--- src/sv/rgb2hsv_pkg.sv ---
package rgb2hsv_pkg;

	// channel depth and hue fraction bits
	localparam int CHANNEL_BITS  = 8;
	localparam int HUE_FRAC_BITS = 6;

	// hue geometry in degrees
	localparam int DEG_SLOPE  = 60;
	localparam int DEG_SECTOR = 120;
	localparam int DEG_FULL   = 360;

	// beat field widths
	localparam int PIX_W = CHANNEL_BITS;
	localparam int HUE_W = $clog2(DEG_FULL << HUE_FRAC_BITS);
	localparam int SAT_W = CHANNEL_BITS;

	typedef logic [PIX_W-1:0] pix_t;
	typedef logic [HUE_W-1:0] hue_t;
	typedef logic [SAT_W-1:0] sat_t;

	// dominant channel
	typedef enum logic [2:0] {
		SEC_RED   = 3'b001,
		SEC_GREEN = 3'b010,
		SEC_BLUE  = 3'b100
	} sector_t;

endpackage

--- src/sv/rgb2hsv_in_if.sv ---
interface rgb2hsv_in_if;
	import rgb2hsv_pkg::*;

	logic valid;
	logic ready;
	pix_t red;
	pix_t green;
	pix_t blue;

	modport source (output valid, output red, output green, output blue, input ready);
	modport sink (input valid, input red, input green, input blue, output ready);

endinterface

--- src/sv/rgb2hsv_out_if.sv ---
interface rgb2hsv_out_if;
	import rgb2hsv_pkg::*;

	logic valid;
	logic ready;
	hue_t hue;
	sat_t saturation;
	sat_t brightness;

	modport source (output valid, output hue, output saturation, output brightness,
		input ready);
	modport sink (input valid, input hue, input saturation, input brightness,
		output ready);

endinterface

--- src/sv/rgb_to_hsv_converter_unit.sv ---
// Channel   Dir  Fields                          Beat
// rgb       in   red, green, blue                one RGB pixel
// hsv       out  hue, saturation, brightness     one HSV result
//
// One pixel taken per cycle unless hsv stalls; one result per pixel, in order.
// Stages in order: max/min, dividend prep, divider entry, the divider steps
// and the output register; the restoring divider for the hue resolves one
// quotient bit per pipeline stage.
// Reset clears only the stage valid bits; data registers are not reset.
// Each stage holds while it is full and the one after it cannot take its
// beat, so empty stages keep filling and rgb stays ready past bubbles.
module rgb_to_hsv_converter_unit (
	input  logic          clk,
	input  logic          arst_n,
	rgb2hsv_in_if.sink    rgb,
	rgb2hsv_out_if.source hsv
);
	import rgb2hsv_pkg::*;

	localparam int CB       = CHANNEL_BITS;
	localparam int HF       = HUE_FRAC_BITS;
	localparam int HUE_FULL = DEG_FULL << HF;
	localparam int QW       = $clog2(HUE_FULL);    // hue quotient bits
	localparam int DW       = CB + 1;              // hue divisor (2d) bits
	localparam int NW       = QW + DW;             // hue dividend bits
	localparam int SW       = NW + 1;              // signed dividend work width
	localparam int DS       = (QW > CB) ? QW : CB; // divider steps
	localparam int L        = DS + 4;              // stages in total

	// stage valid bits and load enables
	logic [L-1:0] vld_q;
	logic [L-1:0] vin;
	logic [L:0]   ld;

	assign ld[L] = hsv.ready;
	assign vin   = {vld_q[L-2:0], rgb.valid};

	for (genvar i = 0; i < L; i++) begin : g_ld
		assign ld[i] = !vld_q[i] || ld[i+1];
	end

	assign rgb.ready = ld[0];

	always_ff @(posedge clk or negedge arst_n) begin
		if (!arst_n) begin
			vld_q <= '0;
		end else begin
			for (int i = 0; i < L; i++) begin
				if (ld[i]) begin
					vld_q[i] <= vin[i];
				end
			end
		end
	end

	// stage 1: max, min, sector and signed channel difference
	logic [CB-1:0]        r_c, g_c, b_c, mx_c, mn_c;
	logic signed [CB:0]   diff_c;
	sector_t              sec_c;
	logic [CB-1:0]        mx_s1, d_s1;
	logic signed [CB:0]   diff_s1;
	sector_t              sec_s1;

	assign r_c = CB'(rgb.red);
	assign g_c = CB'(rgb.green);
	assign b_c = CB'(rgb.blue);

	always_comb begin
		// ties go to red, then green
		if (r_c >= g_c && r_c >= b_c) begin
			sec_c  = SEC_RED;
			mx_c   = r_c;
			diff_c = {1'b0, g_c} - {1'b0, b_c};
		end else if (g_c >= b_c) begin
			sec_c  = SEC_GREEN;
			mx_c   = g_c;
			diff_c = {1'b0, b_c} - {1'b0, r_c};
		end else begin
			sec_c  = SEC_BLUE;
			mx_c   = b_c;
			diff_c = {1'b0, r_c} - {1'b0, g_c};
		end
		mn_c = r_c;
		if (g_c < mn_c) mn_c = g_c;
		if (b_c < mn_c) mn_c = b_c;
	end

	always_ff @(posedge clk) begin
		if (ld[0]) begin
			mx_s1   <= mx_c;
			d_s1    <= mx_c - mn_c;
			diff_s1 <= diff_c;
			sec_s1  <= sec_c;
		end
	end

	// stage 2: hue dividend terms, saturation dividend, divisors
	logic signed [SW-1:0] d_x, diff_x, off_c;
	logic signed [SW-1:0] base_s2, slope_s2, wrap_s2;
	logic [2*CB-1:0]      snum_s2;
	logic [DW-1:0]        hdiv_s2;
	logic [CB-1:0]        sdiv_s2, mx_s2;

	assign d_x    = SW'(d_s1);
	assign diff_x = SW'(diff_s1);

	always_comb begin
		case (sec_s1)
			SEC_RED:   off_c = '0;
			SEC_GREEN: off_c = d_x * SW'(2 * DEG_SECTOR);
			SEC_BLUE:  off_c = d_x * SW'(4 * DEG_SECTOR);
			default:   off_c = '0;
		endcase
	end

	always_ff @(posedge clk) begin
		if (ld[1]) begin
			// doubled terms; adding d rounds to nearest after dividing by 2d
			base_s2  <= (off_c <<< HF) + d_x;
			slope_s2 <= (diff_x * SW'(2 * DEG_SLOPE)) <<< HF;
			wrap_s2  <= (d_x * SW'(2 * DEG_FULL)) <<< HF;
			snum_s2  <= {d_s1, {CB{1'b0}}} - {{CB{1'b0}}, d_s1};
			// zero divisors become one so grey and black give zero quotients
			hdiv_s2  <= (d_s1 == '0) ? DW'(1) : {d_s1, 1'b0};
			sdiv_s2  <= (mx_s1 == '0) ? CB'(1) : mx_s1;
			mx_s2    <= mx_s1;
		end
	end

	// divider pipeline: entry 0 holds the prepared dividends
	logic [DW-1:0] hrem_s [DS+1];
	logic [QW-1:0] hlo_s  [DS+1];
	logic [DW-1:0] hdiv_s [DS+1];
	logic [CB-1:0] srem_s [DS+1];
	logic [CB-1:0] slo_s  [DS+1];
	logic [CB-1:0] sdiv_s [DS+1];
	logic [CB-1:0] mx_s   [DS+1];

	logic signed [SW-1:0] num_c, numw_c;

	// negative sums only come from the red sector; a full turn is added
	assign num_c  = base_s2 + slope_s2;
	assign numw_c = num_c[SW-1] ? num_c + wrap_s2 : num_c;

	always_ff @(posedge clk) begin
		if (ld[2]) begin
			hrem_s[0] <= numw_c[NW-1:QW];
			hlo_s[0]  <= numw_c[QW-1:0];
			hdiv_s[0] <= hdiv_s2;
			srem_s[0] <= snum_s2[2*CB-1:CB];
			slo_s[0]  <= snum_s2[CB-1:0];
			sdiv_s[0] <= sdiv_s2;
			mx_s[0]   <= mx_s2;
		end
	end

	// one restoring step per stage; quotient bits shift in from the bottom
	for (genvar k = 1; k <= DS; k++) begin : g_div
		logic [DW-1:0] hrem_n;
		logic [QW-1:0] hlo_n;
		logic [CB-1:0] srem_n;
		logic [CB-1:0] slo_n;

		if (k <= QW) begin : g_hue
			logic [DW:0] sh;
			logic        ge;
			assign sh     = {hrem_s[k-1], hlo_s[k-1][QW-1]};
			assign ge     = sh >= {1'b0, hdiv_s[k-1]};
			assign hrem_n = ge ? DW'(sh - {1'b0, hdiv_s[k-1]}) : DW'(sh);
			assign hlo_n  = {hlo_s[k-1][QW-2:0], ge};
		end else begin : g_hue_hold
			assign hrem_n = hrem_s[k-1];
			assign hlo_n  = hlo_s[k-1];
		end

		if (k <= CB) begin : g_sat
			logic [CB:0] sh;
			logic        ge;
			assign sh     = {srem_s[k-1], slo_s[k-1][CB-1]};
			assign ge     = sh >= {1'b0, sdiv_s[k-1]};
			assign srem_n = ge ? CB'(sh - {1'b0, sdiv_s[k-1]}) : CB'(sh);
			assign slo_n  = {slo_s[k-1][CB-2:0], ge};
		end else begin : g_sat_hold
			assign srem_n = srem_s[k-1];
			assign slo_n  = slo_s[k-1];
		end

		always_ff @(posedge clk) begin
			if (ld[2+k]) begin
				hrem_s[k] <= hrem_n;
				hlo_s[k]  <= hlo_n;
				hdiv_s[k] <= hdiv_s[k-1];
				srem_s[k] <= srem_n;
				slo_s[k]  <= slo_n;
				sdiv_s[k] <= sdiv_s[k-1];
				mx_s[k]   <= mx_s[k-1];
			end
		end
	end

	// output register: a rounded full turn wraps to zero
	logic [QW-1:0] hue_sout;
	logic [CB-1:0] sat_sout, bri_sout;
	logic [QW-1:0] hq_c;

	assign hq_c = hlo_s[DS];

	always_ff @(posedge clk) begin
		if (ld[L-1]) begin
			hue_sout <= (hq_c >= QW'(HUE_FULL)) ? hq_c - QW'(HUE_FULL) : hq_c;
			sat_sout <= slo_s[DS];
			bri_sout <= mx_s[DS];
		end
	end

	assign hsv.valid      = vld_q[L-1];
	assign hsv.hue        = HUE_W'(hue_sout);
	assign hsv.saturation = SAT_W'(sat_sout);
	assign hsv.brightness = SAT_W'(bri_sout);

endmodule

--- src/flat_wrapper.sv ---
// flat-port wrapper written by rule: the top's interface ports become plain ports
module rgb_to_hsv_converter_unit_flat import rgb2hsv_pkg::*;
  (clk, arst_n, rgb_valid, rgb_red, rgb_green, rgb_blue, rgb_ready, hsv_valid, hsv_hue, hsv_saturation, hsv_brightness, hsv_ready);
  rgb2hsv_in_if rgb_i ();
  rgb2hsv_out_if hsv_i ();
  input  logic clk;
  input  logic arst_n;
  input wire logic [$bits(rgb_i.valid)-1:0] rgb_valid;
  input wire logic [$bits(rgb_i.red)-1:0] rgb_red;
  input wire logic [$bits(rgb_i.green)-1:0] rgb_green;
  input wire logic [$bits(rgb_i.blue)-1:0] rgb_blue;
  output wire logic [$bits(rgb_i.ready)-1:0] rgb_ready;
  output wire logic [$bits(hsv_i.valid)-1:0] hsv_valid;
  output wire logic [$bits(hsv_i.hue)-1:0] hsv_hue;
  output wire logic [$bits(hsv_i.saturation)-1:0] hsv_saturation;
  output wire logic [$bits(hsv_i.brightness)-1:0] hsv_brightness;
  input wire logic [$bits(hsv_i.ready)-1:0] hsv_ready;
  assign rgb_i.valid = rgb_valid;
  assign rgb_i.red = rgb_red;
  assign rgb_i.green = rgb_green;
  assign rgb_i.blue = rgb_blue;
  assign rgb_ready = rgb_i.ready;
  assign hsv_valid = hsv_i.valid;
  assign hsv_hue = hsv_i.hue;
  assign hsv_saturation = hsv_i.saturation;
  assign hsv_brightness = hsv_i.brightness;
  assign hsv_i.ready = hsv_ready;
  rgb_to_hsv_converter_unit u_core (.clk(clk), .arst_n(arst_n), .rgb(rgb_i), .hsv(hsv_i));
endmodule
--- config.mk ---
export PLATFORM = sky130hd
export DESIGN_NAME = rgb_to_hsv_converter_unit_flat
export DESIGN_NICKNAME = d
export VERILOG_FILES = /design/src/sv/rgb2hsv_pkg.sv /design/src/sv/rgb2hsv_in_if.sv /design/src/sv/rgb2hsv_out_if.sv /design/src/sv/rgb_to_hsv_converter_unit.sv /design/src/flat_wrapper.sv
export SDC_FILE = /design/constraint.sdc
export NUM_CORES = 1
export LEC_CHECK = 0
export ABC_AREA = 1
export BUFFER_PORTS_ARGS = -buffer_cell sky130_fd_sc_hd__buf_2
export CORE_MARGIN = 5
export CORE_UTILIZATION = 65
export DETAILED_ROUTE_END_ITERATION = 7
export PLACE_DENSITY = 0.93
export SYNTH_ARGS = -nofsm -noshare
export SYNTH_HDL_FRONTEND = slang
export SYNTH_SLANG_ARGS = --single-unit
--- constraint.sdc ---
create_clock -name clk -period 14.9 [get_ports clk]
set_input_delay 2.235 -clock clk [delete_from_list [all_inputs] [get_ports clk]]
set_output_delay 2.235 -clock clk [all_outputs]
set_load 0.05 [all_outputs]
Word level (Yosys, flattened, before mapping)
Memories as Yosys holds them, arrays and structs flattened. A register that Yosys moved wholly into a read port is not among the register bits.
Index checks and enable logic that the tools add are counted.
Cells by class
  eq/ne operators: 2
  multipliers: 4
  $add $sub $neg: 32
  magnitude comparators: 29
  mux-type cells: 66
  reductions and logical operators: 41
Operators with widths (count)
  9-bit 2-to-1 mux: 17
  10-bit by 9-bit greater-or-equal comparator with 1-bit output: 15
  9-bit subtractor: 15
  8-bit 2-to-1 mux: 12
  9-bit by 8-bit greater-or-equal comparator with 1-bit output: 8
  8-bit subtractor: 9
  19-bit one-hot mux with 2 select lines: 1
  1-bit 2-to-1 mux: 33
  8-bit by 8-bit subtractor with 9-bit output: 3
  25-bit adder: 1
  25-bit by 9-bit adder with 25-bit output: 1
  24-bit adder: 1
  8-bit greater-or-equal comparator: 3
  8-bit by 4-bit multiplier with 12-bit output (second input constant): 2
  24-bit 2-to-1 mux: 1
  1-bit zero test: 19
  1-bit logical OR: 19
  8-bit zero test: 2
  8-bit less-than comparator: 2
  16-bit by 8-bit subtractor with 16-bit output: 1
  15-bit greater-or-equal comparator (second input constant): 1
  15-bit 2-to-1 mux: 1
  15-bit subtractor (second input constant): 1
  8-bit by 6-bit multiplier with 14-bit output (second input constant): 1
  5 further kinds: 5
Word-level totals
  input bits: 28
  memories kept: 7
  logic and storage cells: 213
  output and inout port bits: 33
  flip-flop bits (word level): 158
  memory bits (writable): 1040
Memory list
  u_core.hlo_s: words 16, width 15, read ports 16, clocked after memory_dff 0, write ports 16, RTL line rgb_to_hsv_converter_unit.sv:132  | logic [QW-1:0] hlo_s [DS+1];
  u_core.hdiv_s: words 16, width 9, read ports 15, clocked after memory_dff 0, write ports 16, RTL line rgb_to_hsv_converter_unit.sv:133  | logic [DW-1:0] hdiv_s [DS+1];
  u_core.hrem_s: words 16, width 9, read ports 15, clocked after memory_dff 0, write ports 16, RTL line rgb_to_hsv_converter_unit.sv:131  | logic [DW-1:0] hrem_s [DS+1];
  u_core.mx_s: words 16, width 8, read ports 16, clocked after memory_dff 1, write ports 16, RTL line rgb_to_hsv_converter_unit.sv:137  | logic [CB-1:0] mx_s [DS+1];
  u_core.sdiv_s: words 16, width 8, read ports 15, clocked after memory_dff 0, write ports 16, RTL line rgb_to_hsv_converter_unit.sv:136  | logic [CB-1:0] sdiv_s [DS+1];
  u_core.slo_s: words 16, width 8, read ports 16, clocked after memory_dff 1, write ports 16, RTL line rgb_to_hsv_converter_unit.sv:135  | logic [CB-1:0] slo_s [DS+1];
  1 more memories

Logic depth before layout (Yosys ltp)
Gate-level depths: netlist of the first run.
  depth in word-level cells: 20
  gate-level depth with buffers: 37
  depth with buffers taken out: 36

Least setup slack after synthesis of the first run
Ideal clock, no wire load.
  path kind: input -> output
  start point: input port hsv_ready
  end point: output port rgb_ready
  required time: 12.665 ns
  buffers on the path: 0
  data arrival time: 7.412 ns
  path slack: 5.253 ns
  stages: 14
  path through: inv_1 nand2_2 nor2_4 nand2_4 nor2_4 nand2_4 nor2_4 nand2_4 nor2_4 nand4_4 nor2_4 nand4_4 nor2_4 nand4_2
Between the ends
  word-level cells in the longest chain between the ends: 19
RTL lines
  start: declaration: RTL line flat_wrapper.sv:17  | input wire logic [$bits(hsv_i.ready)-1:0] hsv_ready;
  1-bit logical OR: RTL line rgb_to_hsv_converter_unit.sv:39  | assign ld[i] = !vld_q[i] || ld[i+1];
  via u_core.ld[18]: RTL line rgb_to_hsv_converter_unit.sv:33  | logic [L:0] ld;
  1-bit logical OR (2 in series): RTL line rgb_to_hsv_converter_unit.sv:39
  via u_core.ld[16]: RTL line rgb_to_hsv_converter_unit.sv:33
  1-bit logical OR (2 in series): RTL line rgb_to_hsv_converter_unit.sv:39
  via u_core.ld[14]: RTL line rgb_to_hsv_converter_unit.sv:33
  1-bit logical OR (2 in series): RTL line rgb_to_hsv_converter_unit.sv:39
  via u_core.ld[12]: RTL line rgb_to_hsv_converter_unit.sv:33
  1-bit logical OR (4 in series): RTL line rgb_to_hsv_converter_unit.sv:39
  via u_core.ld[8]: RTL line rgb_to_hsv_converter_unit.sv:33
  1-bit logical OR (4 in series): RTL line rgb_to_hsv_converter_unit.sv:39
  via u_core.ld[4]: RTL line rgb_to_hsv_converter_unit.sv:33
  1-bit logical OR (4 in series): RTL line rgb_to_hsv_converter_unit.sv:39
  end: declaration: RTL line flat_wrapper.sv:12  | output wire logic [$bits(rgb_i.ready)-1:0] rgb_ready;
The timed path passes the listed nets, and every way through them passes these cells.

Worst setup path in the final report of the first run
Same ends and word-level chain as after synthesis.

==> impl_metrics.yaml, run 1 <==
outcome:
  status: "finished clean"
drt:
  vias_per_cell: 6.20
  dr.pass1.iters: 7
  totalWireLength_mm: 109
  drt_iter0_drc: 3316
  drc: 0
  ant_nets: 0
  post_drt_wl_per_cell_um: 22.8
  routed-via-count: 29752
finish:
  multiInputGateArea_mm2: 0.0141
  finalNetCount: 4177
  fill_cells: 3970
  area_growth_pct: 10.1
  final_cell_mix: "edfxtp_1, inv_1, nand2_1, ha_1, a21oi_1"
  regArea_mm2: 0.0313
  drive_gt1_share_pct: 6.80
  final_common_cell: "edfxtp_1"
  diodes: 0
  final_area_mm2: 0.0522
yosys:
  syn_area_per_cell_um2: 13.1
  async_flop_share_pct: 1.82
  synthFlopType: "edfxtp_1"
  yosys-top-cells-area: "edfxtp_1, ha_1, inv_1, a21oi_1, nand2_1"
  netlist_instances: 3618
  yosysTopAreaCellShare_pct: 64.9
  yosys.cell_types.count: 48
  ys_ff_latch: 1044
  synth_area_mm2: 0.0474
  synth_nets: 4043
  synth_top_cell_by_area: "edfxtp_1"
  ys_seq_area_share_pct: 65.9
  synth-edff-count: 1025
  yosys_warnings: 0
sta:
  clock_skew_ps: 25.2
  hold_violations: 0
  relSlewSlack_pct: 11.5
  setup_viol: 0
  finalCriticalPeriod_ps: 10630
  maxClockFrequency_mhz: 94.1
  grt_setup_unrepaired: "no"
  fin_crit_sh_pct: 71.3
  slew_viol_final: 0
  final.setup.tns_ps: 0
  worstMarginPinSlew_ps: 1330
cts:
  postCtsSetupRepairBufs: 0
  clock_path_buffers: 3
  hold_buffers: 0
  cts_buffers: 97
  cts_resized: 0
  root_buffer: "clkbuf_16"
  clk_latency_ps: 680
  path_clk_slew_ps: 70
  tritoncts: "yes"
  cts.htree.levels: 3
  cts.sinks: 1044
setup_path:
  startpoint_type: "input port"
  slowest_stage: "nand4_4"
  cp.buffers_inverters: 5
  cp.arrival_ps: 8390
  cpPeakStageDelay_ps: 900
  critPathMaxFanout: 65
  crit_family: "simple AND/OR/NAND/NOR gates"
  worstPathRequired_ps: 12660
  crit_type: "in2out"
  crit_top_cell: "nor2_4"
  path_cells: "buf_2 > inv_1 > nand2_2 > nor2_4 > nand2_4 > nor2_4 > nand2_4 > nor2_4 > nand2_4 > nor2_4 > nand4_4 > nor2_4 > nand4_4 > buf_4 > nor2_4 > nand4_2 > buf_4 > buf_2"
  endpoint_kind: "output pin"
placement:
  gp_congestion: 0.895
  postPlaceCellArea_mm2: 0.0489
  hpwl_mm: 65.9
  io_buffers: 60
grt:
  grt_pass1_vias: 31404
  grt_start_max_net_pins: 66
  grt_overflow: 0
  grt_first_pass_wirelength_mm: 172
  grt_usage_pct: 28.1
  antenna_found_initial: 0
floorplanning:
  row_count: 99
  start_util_pct: 65.2
  dieArea_mm2: 0.0785
  die_w_um: 280
  fp.coreArea_mm2: 0.0727
  dieHeight_um: 280
  ios: 61
min_path:
  min_path_type: "reg2reg"
job:
  max_cap_viol_count: 0
synth_stat cells, types with 6 or more instances:
cell type / n
a21o_1: 26
nand3_1: 65
a211oi_1: 24
nand2_1: 395
o21ai_1: 7
buf_2: 11
nand4_1: 23
o22ai_1: 17
nor2_1: 279
inv_1: 498
a21oi_1: 324
nor3_1: 29
clkbuf_1: 22
o211ai_1: 20
or2_2: 16
dfrtp_1: 19
fa_1: 63
o21bai_1: 8
xor2_1: 132
nor2_4: 7
ha_1: 334
o221ai_1: 7
edfxtp_1: 1025
xnor2_1: 84
a31oi_1: 6
o21ai_0: 127
metrics by stage:
step,utilization [%],instances,hold WS (ps),setup WS [ps]
2_1_floorplan,-,3618,400,5250
3_3_place_gp,67.2,4612,400,4850
3_5_place_dp,67.2,4612,405,4420
4_1_cts,71.8,4795,407,4260
5_1_grt,71.8,4795,417,3850
6_report,71.8,4795,408,4270
state kept, by name, summed over array words and instances, names as in the netlist:
signal	flops
u_core.base_s2	19
u_core.hdiv_s2	9
u_core.snum_s2	16
u_core.mx_s2	8
u_core.hdiv_s	135
u_core.wrap_s2	13
u_core.vld_q	19
u_core.d_s1	8
u_core.hrem_s	135
u_core.hsv.saturation	8
u_core.slo_s	127
u_core.hsv.brightness	8
u_core.hsv.hue	15
u_core.diff_s1	9
u_core.sdiv_s	64
u_core.sdiv_s2	8
u_core.srem_s	64
u_core.mx_s1	8
u_core.slope_s2	14
u_core.sec_s1	3
u_core.mx_s	128
u_core.hlo_s	226
cell type report:
cell class	instances	share of cell area, %
Multi-Input combinational cell	2036	27.1
Clock inverter	68	1.53
Tap cell	959	2.30
Inverter	500	3.59
Timing Repair Buffer	73	0.762
Clock buffer	115	4.89
Sequential cell	1044	59.8
routing by layer:
| metal | part of all wire (%) | track usage, % | wire length [um] |
|---|---|---|---|
| met1 | 31 | 28.7 | 33900 |
| met2 | 54 | 52.3 | 58600 |
| met3 | 7.0 | 5.03 | 7710 |
| met4 | 8.5 | 18.6 | 9290 |
| met5 | 0 | 0 | 0 |
logic make-up after synthesis:
| logic type | Yosys count | share of synthesized area, % |
|---|---|---|
| muxes | 1 | 0.0211 |
| DFF | 1044 | 65.9 |
| buffers and inverters | 538 | 4.33 |
| AOI/OAI and AO/OA | 585 | 6.84 |
| and+or+nand+nor | 837 | 7.46 |
| xor gates and xnor gates | 216 | 3.99 |
| adders and majority gates | 397 | 11.5 |
worst paths after layout:
| check | end | depth (start not counted) | slack [ps] | from |
|---|---|---|---|---|
| min in group asynchronous | u_core.vld_q[18]$_DFFE_PN0P_ | 1 | 1590 | arst_n |
| max reg2reg | u_core.base_s2[18]$_DFFE_PP_ | 15 | 7830 | u_core.vld_q[18]$_DFFE_PN0P_ |
| max | rgb_ready | 18 | 4270 | hsv_ready |
| min reg2reg | u_core.slo_s[2][4]$_DFFE_PP_ | 0 | 410 | u_core.slo_s[1][3]$_DFFE_PP_ |
| max in group asynchronous | u_core.vld_q[5]$_DFFE_PN0P_ | 1 | 12840 | arst_n |
| min | u_core.slo_s[2][4]$_DFFE_PP_ | 0 | 410 | u_core.slo_s[1][3]$_DFFE_PP_ |
Power of run 1 is left out: the tool's default activity adds up to more than one toggle a clock period on the data nets, which glitch-free logic cannot reach.
==> inputs of run 2 (changes only) <==
Settings changed: CORE_UTILIZATION 65 to 57, PLACE_DENSITY 0.93 to 0.87.
Clock period 14.9 ns to 8.7 ns, I/O delays scaled along.
==> impl_metrics.yaml, run 2 (synthesized netlist as in run 1, its figures left out) <==
setup_path:
  endpoint_kind: "output pin"
  cp.arrival_ps: 6110
  worstPathRequired_ps: 7390
  crit_top_cell: "nor2_4"
  r2r_slack_ps: 3060
  cpPeakStageDelay_ps: 420
  critPathMaxFanout: 65
  crit_type: "in2out"
  rr_startpoint: "u_core.vld_q[18]$_DFFE_PN0P_"
  ff2ff_path_depth: 16
  startpoint_type: "input port"
  path_cells: "buf_2 > inv_1 > nand2_2 > nor2_4 > nand2_4 > nor2_4 > nand2_4 > nor2_4 > nand2_4 > nor2_4 > nand4_4 > buf_4 > nor2_4 > nand4_4 > buf_4 > nor2_4 > nand4_2 > buf_4 > buf_2"
  slowest_stage: "nand2_2"
  r2r_end: "u_core.srem_s[0][4]$_DFFE_PP_"
sta:
  relSlewSlack_pct: 19.5
  setup_viol: 0
  hold_violations: 0
  clock_skew_ps: 16.1
  maxClockFrequency_mhz: 135
  slew_viol_final: 0
  fin_crit_sh_pct: 85.3
  grt_setup_unrepaired: "no"
  finalCriticalPeriod_ps: 7420
  worstMarginPinSlew_ps: 1210
  final.setup.tns_ps: 0
floorplanning:
  row_count: 105
  ios: 61
  die_w_um: 298
  dieHeight_um: 298
  dieArea_mm2: 0.0891
  fp.coreArea_mm2: 0.0824
  start_util_pct: 57.6
drt:
  drc: 1
  post_drt_wl_per_cell_um: 19.2
  totalWireLength_mm: 94.2
  drt_iter0_drc: 2354
  vias_per_cell: 5.71
  dr.pass1.iters: 8
  ant_nets: 0
  routed-via-count: 28050
finish:
  finalNetCount: 4183
  reg_top3: "u_core.hlo_s x226, u_core.hdiv_s x135, u_core.hrem_s x135"
  diodes: 0
  drive_gt1_share_pct: 7.03
  multiInputGateArea_mm2: 0.0141
  area_growth_pct: 10.2
  largest_reg_flops: 226
  final_cell_mix: "edfxtp_1, inv_1, nand2_1, ha_1, a21oi_1"
  regArea_mm2: 0.0313
  final_common_cell: "edfxtp_1"
  regMostFlops: "u_core.hlo_s"
  fill_cells: 5315
cts:
  clock_path_buffers: 3
  clk_latency_ps: 670
  path_clk_slew_ps: 60
  postCtsSetupRepairBufs: 0
  hold_buffers: 0
  cts_resized: 0
  root_buffer: "clkbuf_16"
  cts_buffers: 101
  cts.sinks: 1044
  cts.htree.levels: 3
  tritoncts: "yes"
min_path:
  min_delay_worst_endpoint: "u_core.slo_s[6][5]$_DFFE_PP_"
  min_path_type: "reg2reg"
  hp-start: "u_core.slo_s[5][4]$_DFFE_PP_"
  hold_path_depth: 0
outcome:
  status: "complete, but fails checks"
  failed_checks: "DRC"
grt:
  grt_usage_pct: 21.1
  antenna_found_initial: 0
  grt_overflow: 0
  grt_pass1_vias: 29190
  grt_start_max_net_pins: 89
  grt_first_pass_wirelength_mm: 151
placement:
  gp_congestion: 0.885
  hpwl_mm: 59.7
  io_buffers: 60
job:
  max_cap_viol_count: 0
==> run 2: changes by cell type in the layout (fill, tap and decap cells not counted), sizes merged <==
cell	delta
buf	+2
bufinv	-7
clkbuf	+12
clkinv	-7
clkinvlp	-2
inv	+5
==> run 2: area by class of cell <==
| type | instances | area share [%] |
|---|---|---|
| sequential | 1044 | 59.8 |
| clock buffer | 127 | 5.12 |
| timing repair buffer | 75 | 0.790 |
| tap | 1070 | 2.56 |
| multi-input combinational | 2036 | 27.1 |
| clock inverter | 57 | 1.10 |
| inverter | 500 | 3.59 |
==> run 2: critical path: cells and delay by family <==
family | cells | cell delay [ps]
simple gates | 13 | 3220
buf+inv | 6 | 1490
==> run 2: stage by stage <==
stage	instances	setup WS, ps	utilization [%]	hold WS, ps	area [um^2]
floorplan	3618	913	-	400	47400
global placement	4725	1550	59.5	400	49000
detailed placement	4725	1290	59.5	405	49000
CTS	4909	1200	63.5	408	52300
global route	4909	836	63.5	417	52300
finish	4909	1280	63.5	410	52300
==> run 2: worst max-delay path by stage <==
| stage | end | startpoint | cells after the start | slack, ps |
|---|---|---|---|---|
| 2_1_floorplan | rgb_ready | hsv_ready | 14 | 910 |
| 3_3_place_gp | rgb_ready | hsv_ready | 19 | 1550 |
| 3_5_place_dp | rgb_ready | hsv_ready | 19 | 1290 |
| 4_1_cts | rgb_ready | hsv_ready | 19 | 1200 |
| 5_1_grt | rgb_ready | hsv_ready | 19 | 840 |
| 6_report | rgb_ready | hsv_ready | 19 | 1280 |
==> run 2: per-layer routing <==
layer / up-vias / track usage [%] / share of wire (%)
met2: 1203 / 39.9 / 54
li1: 12970 / - / -
met3: 393 / 3.14 / 4.8
met4: 0 / 11.1 / 5.9
met5: - / 0 / 0
met1: 13484 / 22.7 / 35
Power of run 2 is left out for the same reason.
